--- config.mk ---
export PLATFORM = sky130hd
export DESIGN_NAME = sha1_stream_hasher_unit_flat
export DESIGN_NICKNAME = d
export VERILOG_FILES = /design/src/design/sha1sh_pkg.sv /design/src/design/sha1sh_if.sv /design/src/design/sha1sh_datapath.sv /design/src/design/sha1sh_ctrl.sv /design/src/design/sha1_stream_hasher_unit.sv /design/src/flat_wrapper.sv
export SDC_FILE = /design/constraint.sdc
export NUM_CORES = 2
export LEC_CHECK = 0
export ABC_AREA = 1
export BUFFER_PORTS_ARGS = -buffer_cell sky130_fd_sc_hd__buf_2
export CORE_UTILIZATION = 60
export CTS_CLUSTER_DIAMETER = 60
export DETAILED_ROUTE_END_ITERATION = 12
export PLACE_DENSITY = 0.84
export REMOVE_ABC_BUFFERS = 1
export SLEW_MARGIN = 30
export SYNTH_ARGS = -nofsm -noshare
export SYNTH_HDL_FRONTEND = slang
export SYNTH_SLANG_ARGS = --single-unit
--- constraint.sdc ---
create_clock -name clock -period 11.93 [get_ports clock]
set_clock_uncertainty 0.1 [all_clocks]
set_input_delay 2.386 -clock clock [delete_from_list [all_inputs] [get_ports clock]]
set_output_delay 2.386 -clock clock [all_outputs]
set_load 0.005 [all_outputs]
--- src/design/sha1sh_pkg.sv ---
// Shared types and constants for the SHA-1 stream hasher
package sha1sh_pkg;

   localparam int unsigned WordWidth = 32;
   localparam int unsigned BlockBytes = 64;
   localparam int unsigned RoundCount = 80;

   localparam logic [31:0] Iv0 = 32'h67452301;
   localparam logic [31:0] Iv1 = 32'hefcdab89;
   localparam logic [31:0] Iv2 = 32'h98badcfe;
   localparam logic [31:0] Iv3 = 32'h10325476;
   localparam logic [31:0] Iv4 = 32'hc3d2e1f0;
   localparam logic [7:0]  PadByte = 8'h80;

   localparam logic [0:0] CmdAbsorb = 1'b0;
   localparam logic [0:0] CmdFinish = 1'b1;

   typedef enum logic [2:0] {
      ST_IDLE,
      ST_ROUND,
      ST_FOLD,
      ST_PAD,
      ST_LEN,
      ST_OUT
   } state_type;

   // controller to datapath
   typedef struct packed {
      logic store_byte;   // write req byte at fill position
      logic pad_write;    // write pad/zero/length byte at pad position
      logic round_start;  // load working vars from chain
      logic round_step;   // one round
      logic fold;         // add working vars into chain
      logic chain_reset;  // back to initial vector
      logic load_out;     // capture digest
   } ctrl_type;

   // datapath to controller
   typedef struct packed {
      logic       block_full;  // fill count reached 64
      logic       last_round;  // round counter at 79
      logic [6:0] pad_pos;     // current pad write position (0..64)
      logic       len_done;    // pad position reached 64
   } stat_type;

   function automatic logic [31:0] k_const(input logic [6:0] r);
      if (r < 7'd20)      return 32'h5a827999;
      else if (r < 7'd40) return 32'h6ed9eba1;
      else if (r < 7'd60) return 32'h8f1bbcdc;
      else                return 32'hca62c1d6;
   endfunction

   function automatic logic [31:0] f_func(input logic [6:0] r, input logic [31:0] b,
                                          input logic [31:0] c, input logic [31:0] d);
      if (r < 7'd20)      return (b & c) | (~b & d);
      else if (r < 7'd40) return b ^ c ^ d;
      else if (r < 7'd60) return (b & c) | (b & d) | (c & d);
      else                return b ^ c ^ d;
   endfunction

endpackage

--- src/design/sha1sh_if.sv ---
// Valid/ready stream interfaces for request and response words
interface sha1sh_req_if;
   logic       valid;
   logic       ready;
   logic [0:0] command;
   logic [7:0] message_byte;
   modport source (output valid, command, message_byte, input ready);
   modport sink (input valid, command, message_byte, output ready);
endinterface

interface sha1sh_rsp_if;
   logic        valid;
   logic        ready;
   logic [31:0] digest_word_0;
   logic [31:0] digest_word_1;
   logic [31:0] digest_word_2;
   logic [31:0] digest_word_3;
   logic [31:0] digest_word_4;
   modport source (output valid, digest_word_0, digest_word_1, digest_word_2,
                   digest_word_3, digest_word_4, input ready);
   modport sink (input valid, digest_word_0, digest_word_1, digest_word_2,
                 digest_word_3, digest_word_4, output ready);
endinterface

--- src/design/sha1sh_datapath.sv ---
// Block buffer, message schedule, round unit and chaining words
module sha1sh_datapath
   import sha1sh_pkg::*;
(
   input  logic        clock,
   input  logic        reset,
   input  ctrl_type    ctrl,
   input  logic [7:0]  in_byte,
   input  logic        len_phase,
   output stat_type    stat,
   output logic [31:0] dig_0,
   output logic [31:0] dig_1,
   output logic [31:0] dig_2,
   output logic [31:0] dig_3,
   output logic [31:0] dig_4
);
   // block held as 16 words; shifts as the schedule window during rounds
   logic [31:0] w_ff [16];
   logic [31:0] w_in [16];
   logic [31:0] h_ff [5];
   logic [31:0] h_in [5];
   logic [31:0] a_ff, b_ff, c_ff, d_ff, e_ff;
   logic [31:0] a_in, b_in, c_in, d_in, e_in;
   logic [6:0]  fill_ff, fill_in;
   logic [6:0]  rnd_ff, rnd_in;
   logic [63:0] bits_ff, bits_in;
   logic [31:0] o_ff [5];
   logic [31:0] sched_new, tmp;
   logic [5:0]  wpos;
   logic [7:0]  wbyte;
   logic        wen;
   logic [2:0]  lidx;

   assign sched_new = {w_ff[13] ^ w_ff[8] ^ w_ff[2] ^ w_ff[0]};
   assign tmp = {a_ff[26:0], a_ff[31:27]} + f_func(rnd_ff, b_ff, c_ff, d_ff) + e_ff
                + k_const(rnd_ff) + w_ff[0];

   // length bytes: position 56..63 selects big-endian byte of bit count
   assign lidx = fill_ff[2:0];

   always_comb begin
      wen = ctrl.store_byte | ctrl.pad_write;
      wpos = fill_ff[5:0];
      if (ctrl.store_byte) wbyte = in_byte;
      else if (len_phase) wbyte = bits_ff[8*(7-lidx) +: 8];
      else if (fill_ff == stat.pad_pos && 1'b0) wbyte = 8'h00;
      else wbyte = 8'h00;
   end

   // pad byte marker: first pad write after finish carries 0x80
   logic pad_first_ff, pad_first_in;

   always_comb begin
      for (int i = 0; i < 16; i++) w_in[i] = w_ff[i];
      a_in = a_ff; b_in = b_ff; c_in = c_ff; d_in = d_ff; e_in = e_ff;
      for (int i = 0; i < 5; i++) h_in[i] = h_ff[i];
      fill_in = fill_ff;
      rnd_in = rnd_ff;
      bits_in = bits_ff;
      pad_first_in = pad_first_ff;
      if (wen) begin
         w_in[wpos[5:2]][8*(3-wpos[1:0]) +: 8] =
            (ctrl.pad_write && pad_first_ff) ? PadByte : wbyte;
         fill_in = fill_ff + 7'd1;
         if (ctrl.pad_write) pad_first_in = 1'b0;
      end
      if (ctrl.store_byte) bits_in = bits_ff + 64'd8;
      if (ctrl.round_start) begin
         a_in = h_ff[0]; b_in = h_ff[1]; c_in = h_ff[2]; d_in = h_ff[3]; e_in = h_ff[4];
         rnd_in = '0;
         fill_in = '0;
      end
      if (ctrl.round_step) begin
         for (int i = 0; i < 15; i++) w_in[i] = w_ff[i+1];
         w_in[15] = {sched_new[30:0], sched_new[31]};
         e_in = d_ff; d_in = c_ff; c_in = {b_ff[1:0], b_ff[31:2]}; b_in = a_ff; a_in = tmp;
         rnd_in = rnd_ff + 7'd1;
      end
      if (ctrl.fold) begin
         h_in[0] = h_ff[0] + a_ff; h_in[1] = h_ff[1] + b_ff; h_in[2] = h_ff[2] + c_ff;
         h_in[3] = h_ff[3] + d_ff; h_in[4] = h_ff[4] + e_ff;
      end
      if (ctrl.chain_reset) begin
         h_in[0] = Iv0; h_in[1] = Iv1; h_in[2] = Iv2; h_in[3] = Iv3; h_in[4] = Iv4;
         fill_in = '0;
         bits_in = '0;
         pad_first_in = 1'b1;
      end
   end

   always_ff @(posedge clock) begin
      for (int i = 0; i < 16; i++) w_ff[i] <= w_in[i];
      a_ff <= a_in; b_ff <= b_in; c_ff <= c_in; d_ff <= d_in; e_ff <= e_in;
      rnd_ff <= rnd_in;
      if (ctrl.load_out) for (int i = 0; i < 5; i++) o_ff[i] <= h_ff[i];
      if (reset) begin
         h_ff[0] <= Iv0; h_ff[1] <= Iv1; h_ff[2] <= Iv2; h_ff[3] <= Iv3; h_ff[4] <= Iv4;
         fill_ff <= '0;
         bits_ff <= '0;
         pad_first_ff <= 1'b1;
      end else begin
         for (int i = 0; i < 5; i++) h_ff[i] <= h_in[i];
         fill_ff <= fill_in;
         bits_ff <= bits_in;
         pad_first_ff <= pad_first_in;
      end
   end

   assign stat.block_full = (fill_ff == 7'd64);
   assign stat.last_round = (rnd_ff == 7'(RoundCount - 1));
   assign stat.pad_pos = fill_ff;
   assign stat.len_done = (fill_ff == 7'd64);
   assign dig_0 = o_ff[0];
   assign dig_1 = o_ff[1];
   assign dig_2 = o_ff[2];
   assign dig_3 = o_ff[3];
   assign dig_4 = o_ff[4];
endmodule

--- src/design/sha1sh_ctrl.sv ---
// Sequencer for absorb, padding, compression and digest hand-off
module sha1sh_ctrl
   import sha1sh_pkg::*;
(
   input  logic      clock,
   input  logic      reset,
   input  logic      req_fire,
   input  logic      req_finish,
   input  logic      rsp_taken,
   input  stat_type  stat,
   output ctrl_type  ctrl,
   output logic      idle,
   output logic      len_phase,
   output logic      rsp_pending
);
   state_type state_ff, state_in;
   logic      fin_ff, fin_in;    // finish in progress
   logic      extra_ff, extra_in; // pad block needs a second compression
   // tracks whether the length has been written into the current finish
   logic      lenseen_ff, lenseen_in;

   always_comb begin
      state_in = state_ff;
      fin_in = fin_ff;
      extra_in = extra_ff;
      unique case (state_ff)
         ST_IDLE: begin
            if (req_fire && req_finish) begin
               state_in = ST_PAD;
               fin_in = 1'b1;
            end else if (req_fire && stat.pad_pos == 7'd63) begin
               state_in = ST_ROUND;
            end
         end
         ST_PAD: begin
            // pad byte then zeros up to 56, or to 64 when overflowing
            if (stat.pad_pos == 7'd63 && extra_ff == 1'b0 && !len_phase) begin
               state_in = ST_ROUND;
               extra_in = 1'b1;
            end else if (stat.pad_pos == 7'd55) begin
               state_in = ST_LEN;
            end
         end
         ST_LEN:   if (stat.pad_pos == 7'd63) state_in = ST_ROUND;
         ST_ROUND: if (stat.last_round) state_in = ST_FOLD;
         ST_FOLD: begin
            if (!fin_ff)      state_in = ST_IDLE;
            else if (extra_ff && stat.pad_pos == 7'd0 && !lenseen_ff) state_in = ST_PAD;
            else              state_in = ST_OUT;
         end
         ST_OUT: if (!rsp_pending || rsp_taken) begin
            state_in = ST_IDLE;
            fin_in = 1'b0;
            extra_in = 1'b0;
         end
         default: state_in = ST_IDLE;
      endcase
   end

   assign lenseen_in = (state_ff == ST_LEN) ? 1'b1 :
                       (state_ff == ST_OUT) ? 1'b0 : lenseen_ff;

   logic pend_ff, pend_in;
   always_comb begin
      pend_in = pend_ff;
      if (rsp_taken) pend_in = 1'b0;
      if (state_ff == ST_OUT && (!pend_ff || rsp_taken)) pend_in = 1'b1;
   end

   always_comb begin
      ctrl = '0;
      unique case (state_ff)
         ST_IDLE:  ctrl.store_byte = req_fire && !req_finish;
         ST_PAD:   ctrl.pad_write = 1'b1;
         ST_LEN:   ctrl.pad_write = 1'b1;
         ST_ROUND: ctrl.round_step = 1'b1;
         ST_FOLD:  ctrl.fold = 1'b1;
         ST_OUT: begin
            ctrl.load_out = !pend_ff || rsp_taken;
            ctrl.chain_reset = !pend_ff || rsp_taken;
         end
         default: ctrl = '0;
      endcase
      // working vars load on entry to the rounds
      ctrl.round_start = (state_in == ST_ROUND) && (state_ff != ST_ROUND);
   end

   assign idle = (state_ff == ST_IDLE);
   assign len_phase = (state_ff == ST_LEN);
   assign rsp_pending = pend_ff;

   always_ff @(posedge clock) begin
      if (reset) begin
         state_ff <= ST_IDLE;
         fin_ff <= 1'b0;
         extra_ff <= 1'b0;
         lenseen_ff <= 1'b0;
         pend_ff <= 1'b0;
      end else begin
         state_ff <= state_in;
         fin_ff <= fin_in;
         extra_ff <= extra_in;
         lenseen_ff <= lenseen_in;
         pend_ff <= pend_in;
      end
   end
endmodule

--- src/design/sha1_stream_hasher_unit.sv ---
// Top level of the streaming SHA-1 hasher
//  channel | dir | words carried
//  req_    | in  | command, message_byte
//  rsp_    | out | digest_word_0..4 (one response per finish)
//
// Absorb words are accepted while the unit is idle; the 64th byte of a block starts
// the rounds and a fold on the single shared round unit, and no word is taken meanwhile.
// A finish writes pad bytes one per cycle (to byte 63), runs one or two
// compressions, then loads the digest register once any earlier digest
// on rsp_ has been taken.
// Synchronous active-high reset restores the initial vector and counts.
// The digest register holds while rsp_ is stalled; a new finish waits for it.
module sha1_stream_hasher_unit
   import sha1sh_pkg::*;
(
   input logic         clock,
   input logic         reset,
   sha1sh_req_if.sink   req,
   sha1sh_rsp_if.source rsp
);
   ctrl_type ctrl;
   stat_type stat;
   logic     idle, len_phase, rsp_pending;
   logic     req_fire, rsp_taken;

   assign req.ready = idle;
   assign req_fire = req.valid && req.ready;
   assign rsp_taken = rsp.valid && rsp.ready;
   assign rsp.valid = rsp_pending;

   sha1sh_ctrl u_ctrl (
      .clock(clock), .reset(reset), .req_fire(req_fire),
      .req_finish(req.command == CmdFinish), .rsp_taken(rsp_taken),
      .stat(stat), .ctrl(ctrl), .idle(idle), .len_phase(len_phase),
      .rsp_pending(rsp_pending)
   );

   sha1sh_datapath u_dp (
      .clock(clock), .reset(reset), .ctrl(ctrl), .in_byte(req.message_byte),
      .len_phase(len_phase), .stat(stat),
      .dig_0(rsp.digest_word_0), .dig_1(rsp.digest_word_1), .dig_2(rsp.digest_word_2),
      .dig_3(rsp.digest_word_3), .dig_4(rsp.digest_word_4)
   );

   a_fill_range: assert property (@(posedge clock) disable iff (reset)
      stat.pad_pos <= 7'd64) else $error("fill count out of range");
   a_no_accept_busy: assert property (@(posedge clock) disable iff (reset)
      ctrl.round_step |-> !req_fire) else $error("word accepted during rounds");
   a_rsp_hold: assert property (@(posedge clock) disable iff (reset)
      rsp.valid && !rsp.ready |=> rsp.valid) else $error("response dropped");
endmodule

--- src/flat_wrapper.sv ---
// flat-port wrapper written by rule: the top's interface ports become plain ports
module sha1_stream_hasher_unit_flat import sha1sh_pkg::*;
  (clock, reset, req_valid, req_command, req_message_byte, req_ready, rsp_valid, rsp_digest_word_0, rsp_digest_word_1, rsp_digest_word_2, rsp_digest_word_3, rsp_digest_word_4, rsp_ready);
  sha1sh_req_if req_i ();
  sha1sh_rsp_if rsp_i ();
  input logic clock;
  input logic reset;
  input wire logic [$bits(req_i.valid)-1:0] req_valid;
  input wire logic [$bits(req_i.command)-1:0] req_command;
  input wire logic [$bits(req_i.message_byte)-1:0] req_message_byte;
  output wire logic [$bits(req_i.ready)-1:0] req_ready;
  output wire logic [$bits(rsp_i.valid)-1:0] rsp_valid;
  output wire logic [$bits(rsp_i.digest_word_0)-1:0] rsp_digest_word_0;
  output wire logic [$bits(rsp_i.digest_word_1)-1:0] rsp_digest_word_1;
  output wire logic [$bits(rsp_i.digest_word_2)-1:0] rsp_digest_word_2;
  output wire logic [$bits(rsp_i.digest_word_3)-1:0] rsp_digest_word_3;
  output wire logic [$bits(rsp_i.digest_word_4)-1:0] rsp_digest_word_4;
  input wire logic [$bits(rsp_i.ready)-1:0] rsp_ready;
  assign req_i.valid = req_valid;
  assign req_i.command = req_command;
  assign req_i.message_byte = req_message_byte;
  assign req_ready = req_i.ready;
  assign rsp_valid = rsp_i.valid;
  assign rsp_digest_word_0 = rsp_i.digest_word_0;
  assign rsp_digest_word_1 = rsp_i.digest_word_1;
  assign rsp_digest_word_2 = rsp_i.digest_word_2;
  assign rsp_digest_word_3 = rsp_i.digest_word_3;
  assign rsp_digest_word_4 = rsp_i.digest_word_4;
  assign rsp_i.ready = rsp_ready;
  sha1_stream_hasher_unit u_core (.clock(clock), .reset(reset), .req(req_i), .rsp(rsp_i));
endmodule
==> results_dict.tcl <==
set metrics [dict create \
    synth_warnings 0 \
    drive_gt1_share_pct 6.11 \
    hold_violations 0 \
    rows 118 \
    place_hpwl_um 151000 \
    portBuffers 174 \
    routabilityCongestion 1.03 \
    syn_avg_cell_area_um2 8.20 \
    final_max_slew_viol_count 0 \
    cp_num_buf_inv 4 \
    die-area_mm2 0.105 \
    die_h_um 325 \
    crit_path_start_kind "flip-flop" \
    yosys.cell_types.count 50 \
    drtIter0Drc 7074 \
    cts.sinks 1075 \
    worstPathRequired_ns 12.28 \
    crit_type "reg -> reg" \
    finalPower_uw 15700 \
    first_global_vias 51554 \
    arrival_ns 7.33 \
    cp_cell_sequence "nand4_1, nand3_1, nand2_1, inv_2, a221oi_1, fa_1, fa_1, fa_1, inv_1, ha_1, inv_1, fa_1, inv_1, nand2_1, nand3_1, nand2_1, nand2_1, a21oi_1, xor2_1, nand2_1, nand2_1" \
    cp_max_fo 18 \
    power.density_mw_per_mm2 230 \
    htreeDepth 3 \
    layout_common_cells "nand2_1, inv_1, edfxtp_1, o21ai_0, nor2_1" \
    drt_wl_total_um 206000 \
    area_delta_synth_final_pct 9.68 \
    clk_latency_ns 0.76 \
    cts.clk_slew.worst_paths_ns 0.06 \
    drc 0 \
    cts_tree "yes" \
    fin_nets 8033 \
    async_flop_share_pct 0 \
    cts.path.max_buffers 3 \
    worstMarginPinSlew_ns 1.11 \
    synthesis.instances 7626 \
    cp_top_family "simple AND/OR/NAND/NOR gates" \
    fp.dieW_um 325 \
    wl_per_cell_um 22.4 \
    cts_hold_buf 0 \
    detail-route-antenna-nets 0 \
    setup-violations-final 0 \
    total_leakage_power_uw 0.0285 \
    max_slew_margin_pct 26.0 \
    ys.flop_type "edfxtp_1" \
    preCtsSetupSlack_ns 5.25 \
    vias 55325 \
    vias_per_cell 6.03 \
    design.core.area_mm2 0.103 \
    n_fill_cell 8496 \
    num_io_pins 175 \
    numCtsBuffers 118 \
    grt-ovfl-total 0 \
    rsz0062_at_grt "no" \
    post_cts_resized 0 \
    cts-root-buf "clkbuf_16" \
    start_util_pct 60.5 \
    critPathMaxStageDelay_ns 1.04 \
    setup_slack_ns 4.96 \
    synth_area_mm2 0.0625 \
    seqCellArea_mm2 0.0299 \
    cap_violations 0 \
    cts_setup_buffers 0 \
    grt_max_degree 218 \
    ys_ff_latch 1075 \
    grt_pass1_wl_um 307000 \
    first_pass_iters 9 \
    critPathSlowestCell "nand2_1" \
    endpoint_kind "flip-flop" \
    hold_class "reg -> reg" \
    max_freq_mhz 143 \
    antenna_found_initial 1 \
    utilization_pct 66.3 \
    period_minus_slack_ns 6.97 \
    max-vdd-ir-drop_v 0.000300 \
    yosysSeqAreaShare_pct 47.9 \
    status "finished, final reports clean" \
    fin_crit_sh_pct 58.4 \
    synth_edf_count 839 \
    final_common_cell "nand2_1" \
    multi_input_area_mm2 0.0281 \
    track_usage_pct 38.2 \
    cpMostUsedCell "nand2_1" \
]
## per-layer routing
layer,global-route usage [%],vias up,part of all wire [%]
li1,-,25428,-
met1,49.0,25898,38
met2,61.0,3263,46
met3,6.57,734,9.6
met4,22.4,2,6.7
met5,0,-,0.0063
## report_power, final
part | switching [µW] | total [µW] | leakage [µW] | internal [µW]
sequential | 380 | 4800 | 0.00975 | 4420
clock | 1640 | 3880 | 0.00198 | 2240
combinational | 4730 | 7050 | 0.0168 | 2320
## cell usage after synthesis (16+ instances only)
library cell  instances  area (µm²)
inv_1               885        3320
clkbuf_1            163         612
nor3_1               82         410
buf_2                38         190
nand4_1              79         494
buf_1                39         146
o21bai_1             43         323
nor2_1              584        2190
o21ai_0             643        3220
xnor2_1              74         648
a21o_1               22         165
nand2_1            2302        8640
nor4_1               16         100
nand3_1             545        2730
a21oi_1             399        2000
a211oi_1             22         165
fa_1                125        2500
dfxtp_1             236        4720
edfxtp_1            839       25200
xor2_1               70         613
nand3b_1             25         188
o22ai_1              18         113
ha_1                200        2500
or2_2                19         119
a221oi_1             16         140
## kinds of logic (layout without fill, tap and decap cells)
logic type / count (synthesis) / count (layout) / share of synthesized area (%)
DFF: 1075 / 1075 / 47.9
and+or+nand+nor: 3690 / 3690 / 24.3
xor gates and xnor gates: 144 / 144 / 2.02
AOI/OAI and AO/OA: 1232 / 1232 / 10.6
buffers and inverters: 1160 / 1330 / 7.25
other: 0 / 1 / 0
adders and majority gates: 325 / 325 / 8.01
## registers in the layout, summed over array words and instances (netlist names)
name / cells
u_core.u_ctrl.fin_ff: 1
u_core.u_dp.rnd_ff: 7
u_core.u_dp.w_ff: 512
u_core.u_ctrl.lenseen_ff: 1
u_core.u_dp.b_ff: 32
u_core.u_dp.a_ff: 32
u_core.u_dp.d_ff: 32
u_core.u_dp.e_ff: 32
u_core.u_dp.pad_first_ff: 1
u_core.u_ctrl.state_ff: 3
u_core.u_dp.fill_ff: 7
u_core.u_dp.o_ff: 160
u_core.u_ctrl.extra_ff: 1
u_core.u_ctrl.rsp_pending: 1
u_core.u_dp.c_ff: 32
u_core.u_dp.bits_ff: 61
u_core.u_dp.h_ff: 160
## worst reg2reg max path, cell delays in order (launching register included)
cell	delay, ns
edfxtp_1	0.49
nand4_1	0.23
nand3_1	0.60
nand2_1	1.05
inv_2	0.39
a221oi_1	0.51
fa_1	0.51
fa_1	0.55
fa_1	0.42
inv_1	0.07
ha_1	0.21
inv_1	0.09
fa_1	0.43
inv_1	0.11
nand2_1	0.05
nand3_1	0.22
nand2_1	0.10
nand2_1	0.16
a21oi_1	0.12
xor2_1	0.16
nand2_1	0.06
nand2_1	0.07
## path summary, 6_finish.rpt
path	from	end	slack, ns	depth (start not counted)
max	u_core.u_dp.rnd_ff[4]$_SDFFCE_PN0P_	u_core.u_dp.a_ff[19]$_DFFE_PP_	4.96	21
min	u_core.u_dp.pad_first_ff$_SDFFE_PP1P_	u_core.u_dp.pad_first_ff$_SDFFE_PP1P_	0.36	2
max reg2reg	u_core.u_dp.rnd_ff[4]$_SDFFCE_PN0P_	u_core.u_dp.a_ff[19]$_DFFE_PP_	4.96	21
min reg2reg	u_core.u_dp.pad_first_ff$_SDFFE_PP1P_	u_core.u_dp.pad_first_ff$_SDFFE_PP1P_	0.36	2
## layout make-up
class	instances	area share, %
well taps	1380	2.52
flip-flops and latches	1075	43.6
clock buffers	137	4.55
inverters	897	4.95
repair buffers	212	1.83
diodes	1	0.00365
multi-input cells	5391	41.0
clock inverters	84	1.48
## stage by stage
step                      TNS (ns)  cell area (µm²)  hold WS [ns]  std cells
final                            0            68500         0.364       9177
after floorplan           -7443.96            61300         0.334       7363
after global routing             0            68500         0.387       9176
after global placement           0            64300         0.351       8951
after detailed placement         0            64300         0.354       8953
after CTS                        0            68500         0.365       9174
No activity file was read; power rests on OpenSTA's default activity.
